## config.mk

```make
export PLATFORM = sky130hd
export DESIGN_NAME = rc_ppm_pulse_train_generator_core
export DESIGN_NICKNAME = d
export VERILOG_FILES = /design/src/rtl/rcppm_pkg.sv /design/src/rtl/rcppm_ram.sv /design/src/rtl/rc_ppm_pulse_train_generator_core.sv
export VERILOG_INCLUDE_DIRS = /design/src /design/src/rtl
export SDC_FILE = /design/constraint.sdc
export NUM_CORES = 1
export LEC_CHECK = 0
export BUFFER_PORTS_ARGS = -buffer_cell sky130_fd_sc_hd__buf_4
export CORE_UTILIZATION = 55
export DETAILED_ROUTE_END_ITERATION = 7
export GPL_TIMING_DRIVEN = 0
export MAX_ROUTING_LAYER = met4
export PLACE_DENSITY = 0.74
export SYNTH_ARGS = -nofsm -noshare
export SYNTH_HDL_FRONTEND = slang
export SYNTH_SLANG_ARGS = --single-unit
```

## constraint.sdc

```tcl
create_clock -name aclk -period 10.6 [get_ports aclk]
set_clock_uncertainty 0.15 [all_clocks]
set_input_delay 1.06 -clock aclk [delete_from_list [all_inputs] [get_ports aclk]]
set_output_delay 1.06 -clock aclk [all_outputs]
set_load 0.005 [all_outputs]
```

## src/rtl/assert_macros.svh

```systemverilog
// ----------------------------------------------------------------------------
// assert_macros.svh
// shared concurrent assertion macros, clocked on aclk
// ----------------------------------------------------------------------------
`ifndef ASSERT_MACROS_SVH
`define ASSERT_MACROS_SVH

// checked only while out of reset
`define ASSERT_AT(lbl, prop, msg) \
    lbl: assert property (@(posedge aclk) disable iff (!aresetn) prop) else $error(msg);

// checked on every edge, reset included
`define ASSERT_ALWAYS(lbl, prop, msg) \
    lbl: assert property (@(posedge aclk) prop) else $error(msg);

`endif

```

## src/rtl/rcppm_pkg.sv

```systemverilog
// ----------------------------------------------------------------------------
// rcppm_pkg
// shared types and constants of the rc ppm pulse train generator
// ----------------------------------------------------------------------------
package rcppm_pkg;

    // number of channels in one frame
    localparam int NUM_CH = 8;
    localparam int CH_AW  = (NUM_CH > 1) ? $clog2(NUM_CH) : 1;
    // channel pointer runs 0..NUM_CH
    localparam int PTR_W  = $clog2(NUM_CH + 1);

    localparam int TIME_W = 15;
    localparam int CH_W   = 16;
    localparam int IDX_W  = 4;

    localparam logic [TIME_W-1:0] FRAME_LEN_RST = 15'd22500;
    localparam logic [TIME_W-1:0] SYNC_RST      = 15'd300;
    localparam logic [TIME_W-1:0] CH_MIN_RST    = 15'd1000;
    localparam logic [TIME_W-1:0] CH_MAX_RST    = 15'd2000;
    // midpoint of the default limits
    localparam logic [CH_W-1:0]   CH_RESET      = 16'((1000 + 2000) / 2);
    localparam logic [CH_W-1:0]   COMPARE_RST   = 16'd255;

    typedef enum logic {
        FUNC_TICK  = 1'b0,
        FUNC_WRITE = 1'b1
    } func_t;

    typedef enum logic [2:0] {
        REG_FRAME_LEN = 3'd0,
        REG_SYNC      = 3'd1,
        REG_CH_MIN    = 3'd2,
        REG_CH_MAX    = 3'd3,
        REG_INVERT    = 3'd4
    } reg_idx_t;

endpackage

```

## src/rtl/rcppm_ram.sv

```systemverilog
// ----------------------------------------------------------------------------
// rcppm_ram
// generic single-write, single-read ram with registered read (read-first)
// ----------------------------------------------------------------------------
module rcppm_ram #(
    parameter int WIDTH = 16,
    parameter int DEPTH = 8,
    parameter int AW    = (DEPTH > 1) ? $clog2(DEPTH) : 1
) (
    input  logic             clk,
    input  logic             we,
    input  logic [AW-1:0]    waddr,
    input  logic [WIDTH-1:0] wdata,
    input  logic [AW-1:0]    raddr,
    output logic [WIDTH-1:0] rdata
);

    logic [WIDTH-1:0] mem [DEPTH];

    always_ff @(posedge clk) begin
        if (we) begin
            mem[waddr] <= wdata;
        end
        rdata <= mem[raddr];
    end

endmodule

```

## src/rtl/rc_ppm_pulse_train_generator_core.sv

```systemverilog
// ----------------------------------------------------------------------------
// rc_ppm_pulse_train_generator_core
// rc ppm pulse train generator counting half-microsecond ticks
// ----------------------------------------------------------------------------
//
// channel   direction  beat contents
// s_*       in         tuser: func, tdata: channel_index, channel_value_us
// m_*       out        tdata: ppm_level, tuser: frame_start
// apb       in/out     five config registers at byte address 4*i
//
// one beat per clock, in and out, while the output is not stalled; every input beat gives one output beat
// a beat's result sits in the output register the cycle after acceptance
// the output register drains while the next beat is taken; only a stall
// with a full output register holds s_tready low
// reset (aresetn low, synchronous) restores registers and channel defaults
// at once; there is no clearing pass, per-channel valid bits cover the ram
//
module rc_ppm_pulse_train_generator_core (
    input  logic                  aclk,
    input  logic                  aresetn,

    // apb config port
    input  logic                  psel,
    input  logic                  penable,
    input  logic                  pwrite,
    input  logic [4:0]            paddr,
    input  logic [31:0]           pwdata,
    output logic [31:0]           prdata,
    output logic                  pready,

    // input stream
    input  logic                  s_tvalid,
    output logic                  s_tready,
    input  logic [23:0]           s_tdata,   // [3:0] channel_index, [19:4] channel_value_us
    input  rcppm_pkg::func_t      s_tuser,   // [0] func

    // result stream
    output logic                  m_tvalid,
    input  logic                  m_tready,
    output logic [7:0]            m_tdata,   // [0] ppm_level
    output logic                  m_tuser    // [0] frame_start
);

    import rcppm_pkg::*;

    localparam logic [PTR_W-1:0] PTR_LAST = PTR_W'(NUM_CH);
    localparam logic [IDX_W:0]   IDX_LIM  = (IDX_W + 1)'(NUM_CH);

    // config registers
    logic [TIME_W-1:0] frame_len_reg;
    logic [TIME_W-1:0] sync_reg;
    logic [TIME_W-1:0] ch_min_reg;
    logic [TIME_W-1:0] ch_max_reg;
    logic              invert_reg;

    // timing state
    logic              goes_low_reg,  goes_low_next;
    logic [PTR_W-1:0]  ptr_reg,       ptr_next;
    logic [CH_W-1:0]   acc_reg,       acc_next;
    logic [CH_W-1:0]   compare_reg,   compare_next;
    logic [CH_W-1:0]   tick_cnt_reg,  tick_cnt_next;
    logic              pin_reg,       pin_next;
    logic              fs_next;

    // channel store: ram plus valid bits and write forwarding
    logic [NUM_CH-1:0] valid_reg;
    logic              rd_valid_reg;
    logic              fwd_hit_reg;
    logic [CH_W-1:0]   fwd_data_reg;
    logic [CH_W-1:0]   ram_rdata;
    logic [CH_AW-1:0]  rd_addr;
    logic [CH_AW-1:0]  wr_addr;
    logic              wr_en;
    logic [CH_W-1:0]   wr_val;
    logic [CH_W-1:0]   cur_ch;

    // output register
    logic              m_valid_reg;
    logic              ppm_reg;
    logic              fs_reg;

    logic              in_acc;
    logic              is_tick;
    logic              cfg_wr;
    reg_idx_t          cfg_idx;

    // ------------------------------------------------------------------
    // apb config
    // ------------------------------------------------------------------
    assign pready  = 1'b1;
    assign cfg_wr  = psel & penable & pwrite & pready;
    assign cfg_idx = reg_idx_t'(paddr[4:2]);

    always_ff @(posedge aclk) begin
        if (!aresetn) begin
            frame_len_reg <= FRAME_LEN_RST;
            sync_reg      <= SYNC_RST;
            ch_min_reg    <= CH_MIN_RST;
            ch_max_reg    <= CH_MAX_RST;
            invert_reg    <= 1'b0;
        end else if (cfg_wr) begin
            unique case (cfg_idx)
                REG_FRAME_LEN: frame_len_reg <= pwdata[TIME_W-1:0];
                REG_SYNC:      sync_reg      <= pwdata[TIME_W-1:0];
                REG_CH_MIN:    ch_min_reg    <= pwdata[TIME_W-1:0];
                REG_CH_MAX:    ch_max_reg    <= pwdata[TIME_W-1:0];
                REG_INVERT:    invert_reg    <= pwdata[0];
                default: ;  // addresses past the register list are ignored
            endcase
        end
    end

    always_comb begin
        unique case (cfg_idx)
            REG_FRAME_LEN: prdata = {17'd0, frame_len_reg};
            REG_SYNC:      prdata = {17'd0, sync_reg};
            REG_CH_MIN:    prdata = {17'd0, ch_min_reg};
            REG_CH_MAX:    prdata = {17'd0, ch_max_reg};
            REG_INVERT:    prdata = {31'd0, invert_reg};
            default:       prdata = 32'd0;
        endcase
    end

    // ------------------------------------------------------------------
    // input handshake: take a beat whenever the output register frees up
    // ------------------------------------------------------------------
    assign s_tready = !m_valid_reg || m_tready;
    assign in_acc   = s_tvalid && s_tready;
    assign is_tick  = in_acc && (s_tuser == FUNC_TICK);

    // ------------------------------------------------------------------
    // channel write: clamp, min checked first so it wins when min > max
    // ------------------------------------------------------------------
    always_comb begin
        logic [IDX_W-1:0] idx;
        logic [CH_W-1:0]  val;
        idx = s_tdata[IDX_W-1:0];
        val = s_tdata[IDX_W +: CH_W];
        priority if (val < {1'b0, ch_min_reg}) begin
            wr_val = {1'b0, ch_min_reg};
        end else if (val > {1'b0, ch_max_reg}) begin
            wr_val = {1'b0, ch_max_reg};
        end else begin
            wr_val = val;
        end
        wr_en   = in_acc && (s_tuser == FUNC_WRITE) && ({1'b0, idx} < IDX_LIM);
        wr_addr = CH_AW'(idx);
    end

    // ram is read every cycle at the pointer the next beat will see;
    // a write to that entry in the same cycle is forwarded around the ram
    assign rd_addr = ptr_next[CH_AW-1:0];

    rcppm_ram #(
        .WIDTH (CH_W),
        .DEPTH (NUM_CH)
    ) u_ch_ram (
        .clk   (aclk),
        .we    (wr_en),
        .waddr (wr_addr),
        .wdata (wr_val),
        .raddr (rd_addr),
        .rdata (ram_rdata)
    );

    always_ff @(posedge aclk) begin
        if (!aresetn) begin
            valid_reg    <= '0;
            rd_valid_reg <= 1'b0;
            fwd_hit_reg  <= 1'b0;
        end else begin
            if (wr_en) begin
                valid_reg[wr_addr] <= 1'b1;
            end
            rd_valid_reg <= valid_reg[rd_addr];
            fwd_hit_reg  <= wr_en && (wr_addr == rd_addr);
        end
    end

    always_ff @(posedge aclk) begin
        fwd_data_reg <= wr_val;
    end

    // current channel time; never-written entries read as the default
    always_comb begin
        priority if (fwd_hit_reg) begin
            cur_ch = fwd_data_reg;
        end else if (rd_valid_reg) begin
            cur_ch = ram_rdata;
        end else begin
            cur_ch = CH_RESET;
        end
    end

    // ------------------------------------------------------------------
    // tick counter and phase change
    // ------------------------------------------------------------------
    always_comb begin
        logic [CH_W-1:0] gap_diff;
        logic [CH_W-1:0] gap_ticks;
        logic [CH_W:0]   acc_ch_sum;
        logic [CH_W-1:0] acc_ch_sat;
        logic [CH_W:0]   acc_sync_sum;
        logic [CH_W-1:0] acc_sync_sat;
        logic [CH_W-1:0] pad_diff;
        logic [CH_W-1:0] pad_ticks;

        // channel gap: (channel - sync) us in ticks, floored at zero
        gap_diff  = cur_ch - {1'b0, sync_reg};
        gap_ticks = (cur_ch > {1'b0, sync_reg}) ? {gap_diff[CH_W-2:0], 1'b0} : '0;

        acc_ch_sum = {1'b0, acc_reg} + {1'b0, cur_ch};
        acc_ch_sat = acc_ch_sum[CH_W] ? '1 : acc_ch_sum[CH_W-1:0];

        // frame pad: (frame - (acc + sync)) us in ticks, floored at zero
        acc_sync_sum = {1'b0, acc_reg} + {2'b0, sync_reg};
        acc_sync_sat = acc_sync_sum[CH_W] ? '1 : acc_sync_sum[CH_W-1:0];
        pad_diff     = {1'b0, frame_len_reg} - acc_sync_sat;
        pad_ticks    = ({1'b0, frame_len_reg} > acc_sync_sat) ?
                       {pad_diff[CH_W-2:0], 1'b0} : '0;

        goes_low_next = goes_low_reg;
        ptr_next      = ptr_reg;
        acc_next      = acc_reg;
        compare_next  = compare_reg;
        tick_cnt_next = tick_cnt_reg;
        pin_next      = pin_reg;
        fs_next       = 1'b0;

        if (is_tick) begin
            if (tick_cnt_reg == compare_reg) begin
                tick_cnt_next = '0;
                goes_low_next = !goes_low_reg;
                if (goes_low_reg) begin
                    pin_next = 1'b0;
                    if (ptr_reg >= PTR_LAST) begin
                        // end of frame: pad phase
                        ptr_next     = '0;
                        compare_next = pad_ticks;
                        acc_next     = '0;
                        fs_next      = 1'b1;
                    end else begin
                        compare_next = gap_ticks;
                        acc_next     = acc_ch_sat;
                        ptr_next     = ptr_reg + 1'b1;
                    end
                end else begin
                    // sync pulse
                    pin_next     = 1'b1;
                    compare_next = {sync_reg, 1'b0};
                end
            end else begin
                tick_cnt_next = tick_cnt_reg + 1'b1;
            end
        end
    end

    always_ff @(posedge aclk) begin
        if (!aresetn) begin
            goes_low_reg <= 1'b1;
            ptr_reg      <= '0;
            acc_reg      <= '0;
            compare_reg  <= COMPARE_RST;
            tick_cnt_reg <= '0;
            pin_reg      <= 1'b0;
        end else begin
            goes_low_reg <= goes_low_next;
            ptr_reg      <= ptr_next;
            acc_reg      <= acc_next;
            compare_reg  <= compare_next;
            tick_cnt_reg <= tick_cnt_next;
            pin_reg      <= pin_next;
        end
    end

    // ------------------------------------------------------------------
    // output register
    // ------------------------------------------------------------------
    always_ff @(posedge aclk) begin
        if (!aresetn) begin
            m_valid_reg <= 1'b0;
        end else if (in_acc) begin
            m_valid_reg <= 1'b1;
        end else if (m_tready) begin
            m_valid_reg <= 1'b0;
        end
    end

    always_ff @(posedge aclk) begin
        if (in_acc) begin
            ppm_reg <= pin_next ^ invert_reg;
            fs_reg  <= fs_next;
        end
    end

    assign m_tvalid = m_valid_reg;
    assign m_tdata  = {7'd0, ppm_reg};
    assign m_tuser  = fs_reg;

    // ------------------------------------------------------------------
    // assertions
    // ------------------------------------------------------------------
`include "assert_macros.svh"

    `ASSERT_AT(a_ptr_range, ptr_reg <= PTR_LAST, "channel pointer past channel count")
    `ASSERT_AT(a_cnt_bound, tick_cnt_reg <= compare_reg, "tick counter passed compare value")
    `ASSERT_AT(a_wr_no_fs, (in_acc && s_tuser == FUNC_WRITE) |=> !fs_reg,
               "frame start flagged on a channel write")
    `ASSERT_ALWAYS(a_rst_empty, !aresetn |=> !m_valid_reg, "output valid right after reset")

endmodule

```

==> impl_metrics.csv, run 1 <==
group,metric,value,unit
synthesis,synth_area,0.0157,mm^2
cts,clock-root-buffer,"clkbuf_16",
power,p_total,2370,uW
placed_design,hpwl,33.9,mm
synthesis,muxShareOfSynthArea,0.124,
layout,fin_nets,1841,
min_path,min_path_type,"flop to flop",
setup_path,crit_fanout,10,
min_path,hold_end,"valid_reg[0]$_SDFFE_PN0P_",
cts,post_cts_buffers,0,
job,cap_violations,0,
route,vias,12139,
route,drt_wl_total,44.2,mm
cts,h-tree-depth,1,
setup_path,r2r_end,"compare_reg[6]$_SDFFE_PN1P_",
global_routing,grt_pass1_wl,66.8,mm
synthesis,seq_area_frac_synth,0.451,
route,first_pass_iters,7,
route,drc_errors,0,
floorplan,num_rows,61,
setup_path,crit_path_max_incr_delay,0.44,ns
timing,rsz0062_at_grt,"no",
synthesis,ys_ff_latch,288,
cts,cts.reportedPaths.clkPinSlew,0.06,ns
global_routing,grt_max_degree,17,
min_path,min_path_cells,2,
timing,slew_headroom,0.160,
setup_path,path_class,"flop to flop",
floorplan,die_w,171,um
synthesis,async_flop_share,0,
route,ant_nets,0,
setup_path,critical_path.cell_chain,"ha_1 > fa_1 > a211o_1 > a211o_1 > a41oi_2 > nand2_1 > a22o_1 > clkbuf_1 > nor2_1 > ha_1 > a21oi_1 > nand2_1 > a221oi_1 > o21ai_0 > o41ai_1 > nor3_1 > buf_2 > a221oi_1 > a21oi_1",
floorplan,die_height,171,um
floorplan,initial_core_util,0.562,
synthesis,synth_top_family_by_area,"simple AND/OR/NAND/NOR gates",
global_routing,grt_use_total,0.316,
setup_path,cp_slowest_cell,"fa_1",
power,leakage,0.00702,uW
layout,synthToLayoutAreaGrowth,14.3,%
cts,numCtsBuffers,30,
synthesis,synth_compound_area_frac,0.126,
timing,finalCritPeriodShare,0.516,
layout,drive_gt1_frac,0.128,
power,power_density,133,mW/mm^2
cts,tritoncts,"done",
floorplan,die_area,0.0291,mm^2
cts,clock_path_buffers,3,
layout,stdcell_area,0.0179,mm^2
layout,final_cell_mix,"nand2_1, dfxtp_1, mux2i_1, edfxtp_1, nor2_1",
layout,antennaDiodeCount,0,
setup_path,crit_arrival,5.73,ns
synthesis,ys.warnings.count,0,
synthesis,yosys.area_share.adder,0.0795,
synthesis,synth-simple-area-share,0.129,
timing,max_freq,183,MHz
global_routing,grt_pass1_vias,11370,
cts,cts_resized,0,
setup_path,r2r_cells,19,
synthesis,synth-edff-count,130,
timing,finalHoldViolations,0,
layout,largest_register,"u_ch_ram.mem",
min_path,min_from,"valid_reg[0]$_SDFFE_PN0P_",
route,routed_via_density,5.84,
cts,clock_latency,0.57,ns
setup_path,r2r_setup_slack,5.13,ns
setup_path,cp-start-kind,"flop",
placed_design,place_congestion,0.965,
setup_path,r2r_start,"sync_reg[0]$_SDFFE_PN0P_",
timing,setup_viol,0,
synthesis,avgSynthCellArea,10.2,um^2
cts,cts_sinks,288,
layout,layout_commonest_cell,"nand2_1",
synthesis,synth_ff_type,"dfxtp_1",
outcome,status,"finished clean",
cts,holdBufCountCts,0,
placed_design,numPortBuffers,63,
synthesis,synthDistinctLibCells,67,
layout,largest_reg_flops,128,
timing,slew_viol_final,0,
power,worst_ir_drop_vdd,150,uV
setup_path,endpoint_kind,"flop",
global_routing,grt-ovfl-total,0,
timing,worstMarginPinSlew,1.24,ns
synthesis,synthCells,1539,
floorplan,num_io_pins,113,
placed_design,dpl_cell_area,0.0169,mm^2
route,wire_per_inst,21.3,um
setup_path,critPathRequiredTime,10.86,ns
timing,tns,0,ns
global_routing,antenna_found_initial,1,
route,drt_iter0_markers,1233,
floorplan,core,0.0279,mm^2
timing,min_period,5.47,ns
synthesis,synth_xor_area_frac,0.0414,
-- cells by family (layout without fill, tap and decap cells) --
logic type / count (synthesis) / in the layout
xor gates and xnor gates: 74 / 74
and+or+nand+nor: 437 / 437
DFF: 288 / 288
other: 2 / 34
muxes: 174 / 174
buffers and inverters: 162 / 290
AOI/OAI and AO/OA: 305 / 305
adders and majority gates: 97 / 97
-- area by class of cell --
type,count,area (um^2)
Inverter,73,274
Clock inverter,9,126
Multi-Input combinational cell,1121,7980
Timing Repair Buffer,72,609
Fill cell,2285,9970
Clock buffer,47,875
Buffer,89,483
Tap cell,378,473
Sequential cell,288,7070
-- per-stage QoR --
stage,util,std cells,setup slack (ns),hold WS (ns)
2_1_floorplan,-,1571,6.10,0.290
3_3_place_gp,0.600,2012,4.99,0.299
3_5_place_dp,0.606,2021,5.30,0.310
4_1_cts,0.642,2077,5.28,0.325
5_1_grt,0.642,2077,4.86,0.341
6_report,0.642,2077,5.13,0.322
-- routing by layer --
layer  GRT usage  vias up  wire length [um]
li1            -     5784                 -
met1       0.437     5824             19900
met2       0.491      441             20400
met3      0.0363       90              2770
met4      0.0862        0              1090
met5           -        -                 0
-- critical path, delay by kind of cell (launching register included) --
kind                       cells  cell delay, ns
AOI/OAI and AO/OA             10            2.71
adders and majority gates      3            1.04
and+or+nand+nor                4            0.54
buffers and inverters          2            0.46
DFF                            1            0.42
-- how the worst max path moves through the flow --
stage | slack (ns) | cells past startpoint | start | endpoint
3_5_place_dp | 5.30 | 19 | sync_reg[0]$_SDFFE_PN0P_ | compare_reg[6]$_SDFFE_PN1P_
2_1_floorplan | 6.10 | 19 | sync_reg[0]$_SDFFE_PN0P_ | compare_reg[6]$_SDFFE_PN1P_
4_1_cts | 5.28 | 19 | sync_reg[0]$_SDFFE_PN0P_ | compare_reg[6]$_SDFFE_PN1P_
5_1_grt | 4.86 | 19 | sync_reg[0]$_SDFFE_PN0P_ | compare_reg[6]$_SDFFE_PN1P_
6_report | 5.13 | 19 | sync_reg[0]$_SDFFE_PN0P_ | compare_reg[6]$_SDFFE_PN1P_
3_3_place_gp | 4.99 | 5 | s_tvalid | u_ch_ram.mem[1][10]$_DFFE_PP_
-- synthesized netlist by cell type, types with 19 or more instances --
master    count  share of area
nand2_1     162          0.039
nor2b_1      20         0.0080
mux2i_1     140          0.090
nand2b_1     19         0.0076
mux2_2       20          0.014
xor2_1       26          0.015
a21o_1       24          0.012
inv_1        71          0.017
dfxtp_1     158           0.20
edfxtp_1    130           0.25
buf_4        29          0.014
o211ai_1     25          0.012
clkbuf_1     39         0.0094
o21ai_0      54          0.017
nand3_1      35          0.011
nor3_1       20         0.0064
xnor2_1      48          0.027
a21oi_1      94          0.030
nor2_1      113          0.027
ha_1         93          0.074
-- report_power, final --
group / internal [uW] / switching [uW]
clock network: 617 / 431
registers: 1170 / 6.67
logic: 57.7 / 86.6
No activity file was read; power rests on OpenSTA's default activity.
==> run 2: changes to the inputs <==
==> constraint.sdc (replaced) <==
create_clock -name aclk -period 5.2 [get_ports aclk]
set_clock_uncertainty 0.15 [all_clocks]
set_input_delay 0.52 -clock aclk [delete_from_list [all_inputs] [get_ports aclk]]
set_output_delay 0.52 -clock aclk [all_outputs]
set_load 0.005 [all_outputs]
==> run 2 against run 1 <==
  * Setup slack got worse by 4.9 ns
  * Via count grew 0.44%
  * Register-to-register slack worse by 4.9 ns
  * Sequential power is 100% higher
  * Critical path depth stayed put
  * Wire length is 0.18% higher
  * Largest power group unchanged
==> impl_metrics.csv, run 2 (synthesis gave the netlist of run 1 again) <==
group,metric,value,unit
setup_path,crit_fanout,10,
power,power_density,270,mW/mm^2
job,cap_violations,0,
timing,slew_headroom,0.129,
layout,drive_gt1_frac,0.134,
cts,clock-root-buffer,"clkbuf_16",
layout,final_cell_mix,"nand2_1, dfxtp_1, mux2i_1, edfxtp_1, nor2_1",
layout,largest_reg_flops,128,
timing,max_freq,201,MHz
timing,worst_hold_slack,0.0804,ns
power,leakage,0.00703,uW
min_path,min_path_type,"primary input to flop",
timing,finalCritPeriodShare,0.958,
setup_path,cp_slowest_cell,"fa_1",
global_routing,grt-ovfl-total,0,
setup_path,r2r_end,"compare_reg[6]$_SDFFE_PN1P_",
route,drt_wl_total,44.3,mm
route,top_layer,"met4",
global_routing,antenna_found_initial,1,
setup_path,crit_arrival,5.24,ns
floorplan,num_rows,61,
floorplan,die_w,171,um
power,worst_ir_drop_vdd,305,uV
timing,setup_viol,0,
floorplan,initial_core_util,0.562,
route,vias,12192,
route,first_pass_iters,5,
min_path,min_from,"pwdata[10]",
layout,fin_nets,1842,
power,combPwrFrac,0.061,
floorplan,die_area,0.0291,mm^2
power,p_switching,1070,uW
timing,min_period,4.98,ns
route,wire_per_inst,21.3,um
placed_design,hpwl,33.9,mm
global_routing,grt_use_total,0.316,
timing,slew_viol_final,0,
global_routing,grt_pass1_wl,66.8,mm
cts,h-tree-depth,1,
placed_design,place_congestion,0.965,
setup_path,path_class,"flop to flop",
min_path,hold_end,"frame_len_reg[10]$_SDFFE_PN1P_",
floorplan,core,0.0279,mm^2
cts,clock_path_buffers,3,
power,pwr-share-clk,0.442,
layout,largest_register,"u_ch_ram.mem",
placed_design,numPortBuffers,63,
layout,synthToLayoutAreaGrowth,14.6,%
floorplan,die_height,171,um
cts,clock_latency,0.57,ns
route,met3_length,2.69,mm
cts,cts_sinks,288,
timing,finalHoldViolations,0,
power,seqPwrFrac,0.497,
layout,antennaDiodeCount,0,
global_routing,grt_pass1_vias,11367,
global_routing,grt_max_degree,17,
floorplan,num_io_pins,113,
timing,rsz0062_at_grt,"no",
route,ant_nets,0,
min_path,min_path_cells,3,
route,met1_length,20.0,mm
setup_path,endpoint_kind,"flop",
route,routed_via_density,5.87,
setup_path,cp-start-kind,"flop",
cts,numCtsBuffers,30,
route,met2RoutedLength,20.5,mm
power,swShare,0.221,
route,drt_iter0_markers,1122,
setup_path,critPathRequiredTime,5.46,ns
cts,cts.reportedPaths.clkPinSlew,0.06,ns
layout,nFillCells,2283,
setup_path,r2r_start,"sync_reg[0]$_SDFFE_PN0P_",
route,drc_errors,0,
setup_path,r2r_setup_slack,0.22,ns
outcome,status,"finished clean",
timing,worstMarginPinSlew,1.29,ns
layout,layout_commonest_cell,"nand2_1",
setup_path,critical_path.cell_chain,"ha_1 > fa_1 > a211o_1 > a211o_1 > a41oi_2 > nand2_1 > a22o_2 > buf_2 > nor2_1 > ha_1 > a211oi_2 > o21bai_1 > nor2b_1 > o21ai_2 > o41ai_2 > nor3_1 > buf_2 > a221oi_2 > a21oi_1",
cts,holdBufCountCts,0,
timing,tns,0,ns
setup_path,r2r_cells,19,
setup_path,crit_path_max_incr_delay,0.44,ns
power,intPower,3770,uW
cts,tritoncts,"done",
-- run 2: cell types whose count changed in the layout (fill, tap and decap cells not counted), sizes merged --
cell,delta
buf,+2
clkbuf,-1
-- run 2: cell type report --
cell class,instances,area [um^2],area share
multi-input cells,1121,8020,0.447
flip-flops and latches,288,7070,0.394
clock buffers,47,875,0.0488
repair buffers,73,617,0.0344
plain buffers,89,484,0.0270
well taps,378,473,0.0264
inverters,73,274,0.0153
clock inverters,9,126,0.00705
-- run 2: how the worst max path moves through the flow --
| stage | startpoint | end | slack [ns] | cells past startpoint |
|---|---|---|---|---|
| after detailed placement | sync_reg[0]$_SDFFE_PN0P_ | compare_reg[6]$_SDFFE_PN1P_ | -0.10 | 19 |
| final | sync_reg[0]$_SDFFE_PN0P_ | compare_reg[6]$_SDFFE_PN1P_ | 0.22 | 19 |
| after floorplan | sync_reg[0]$_SDFFE_PN0P_ | compare_reg[6]$_SDFFE_PN1P_ | 0.70 | 19 |
| after CTS | sync_reg[0]$_SDFFE_PN0P_ | compare_reg[6]$_SDFFE_PN1P_ | 0.03 | 19 |
| after global placement | sync_reg[0]$_SDFFE_PN0P_ | compare_reg[6]$_SDFFE_PN1P_ | -0.11 | 19 |
| after global routing | sync_reg[0]$_SDFFE_PN0P_ | compare_reg[1]$_SDFFE_PN1P_ | 0.001 | 19 |
-- run 2: metrics by stage --
stage / setup slack [ns] / util / area (um^2) / instances / power [uW]
2_1_floorplan: 0.705 / - / 15800 / 1571 / 2610
3_3_place_gp: -0.112 / 0.600 / 16700 / 2012 / 2730
3_5_place_dp: -0.100 / 0.606 / 16900 / 2021 / 2740
4_1_cts: 0.0348 / 0.642 / 17900 / 2077 / 4860
5_1_grt: 0.00149 / 0.644 / 17900 / 2078 / 4980
6_report: 0.220 / 0.644 / 17900 / 2078 / 4840
-- run 2: timing repair --
action | CTS | global route
pin swaps | 0 | 1
endpoints found under the setup margin | 3 | 15
setup buffers | 0 | 1
resized for setup | 2 | 10
-- run 2: power by group through the flow --
stage	Combinational, uW	Clock, uW	Sequential [uW]
3_5_place_dp	290	0	2450
3_3_place_gp	282	0	2450
2_1_floorplan	167	0	2450
5_1_grt	320	2250	2410
6_report	295	2140	2410
4_1_cts	291	2160	2400
-- run 2: worst max-delay path, delay by kind of cell, from the launching register on --
kind                     cells  cell delay [ns]
adder cells (fa/ha/maj)      3             1.06
buffers and inverters        2             0.40
AND/OR/NAND/NOR              4             0.52
flip-flops                   1             0.42
AO/OA/AOI/OAI               10             2.27
-- run 2: metal layers --
layer | vias up | track usage
met3 | 84 | 0.0377
met5 | - | -
li1 | 5788 | -
met1 | 5911 | 0.437
met4 | 0 | 0.0862
met2 | 409 | 0.491
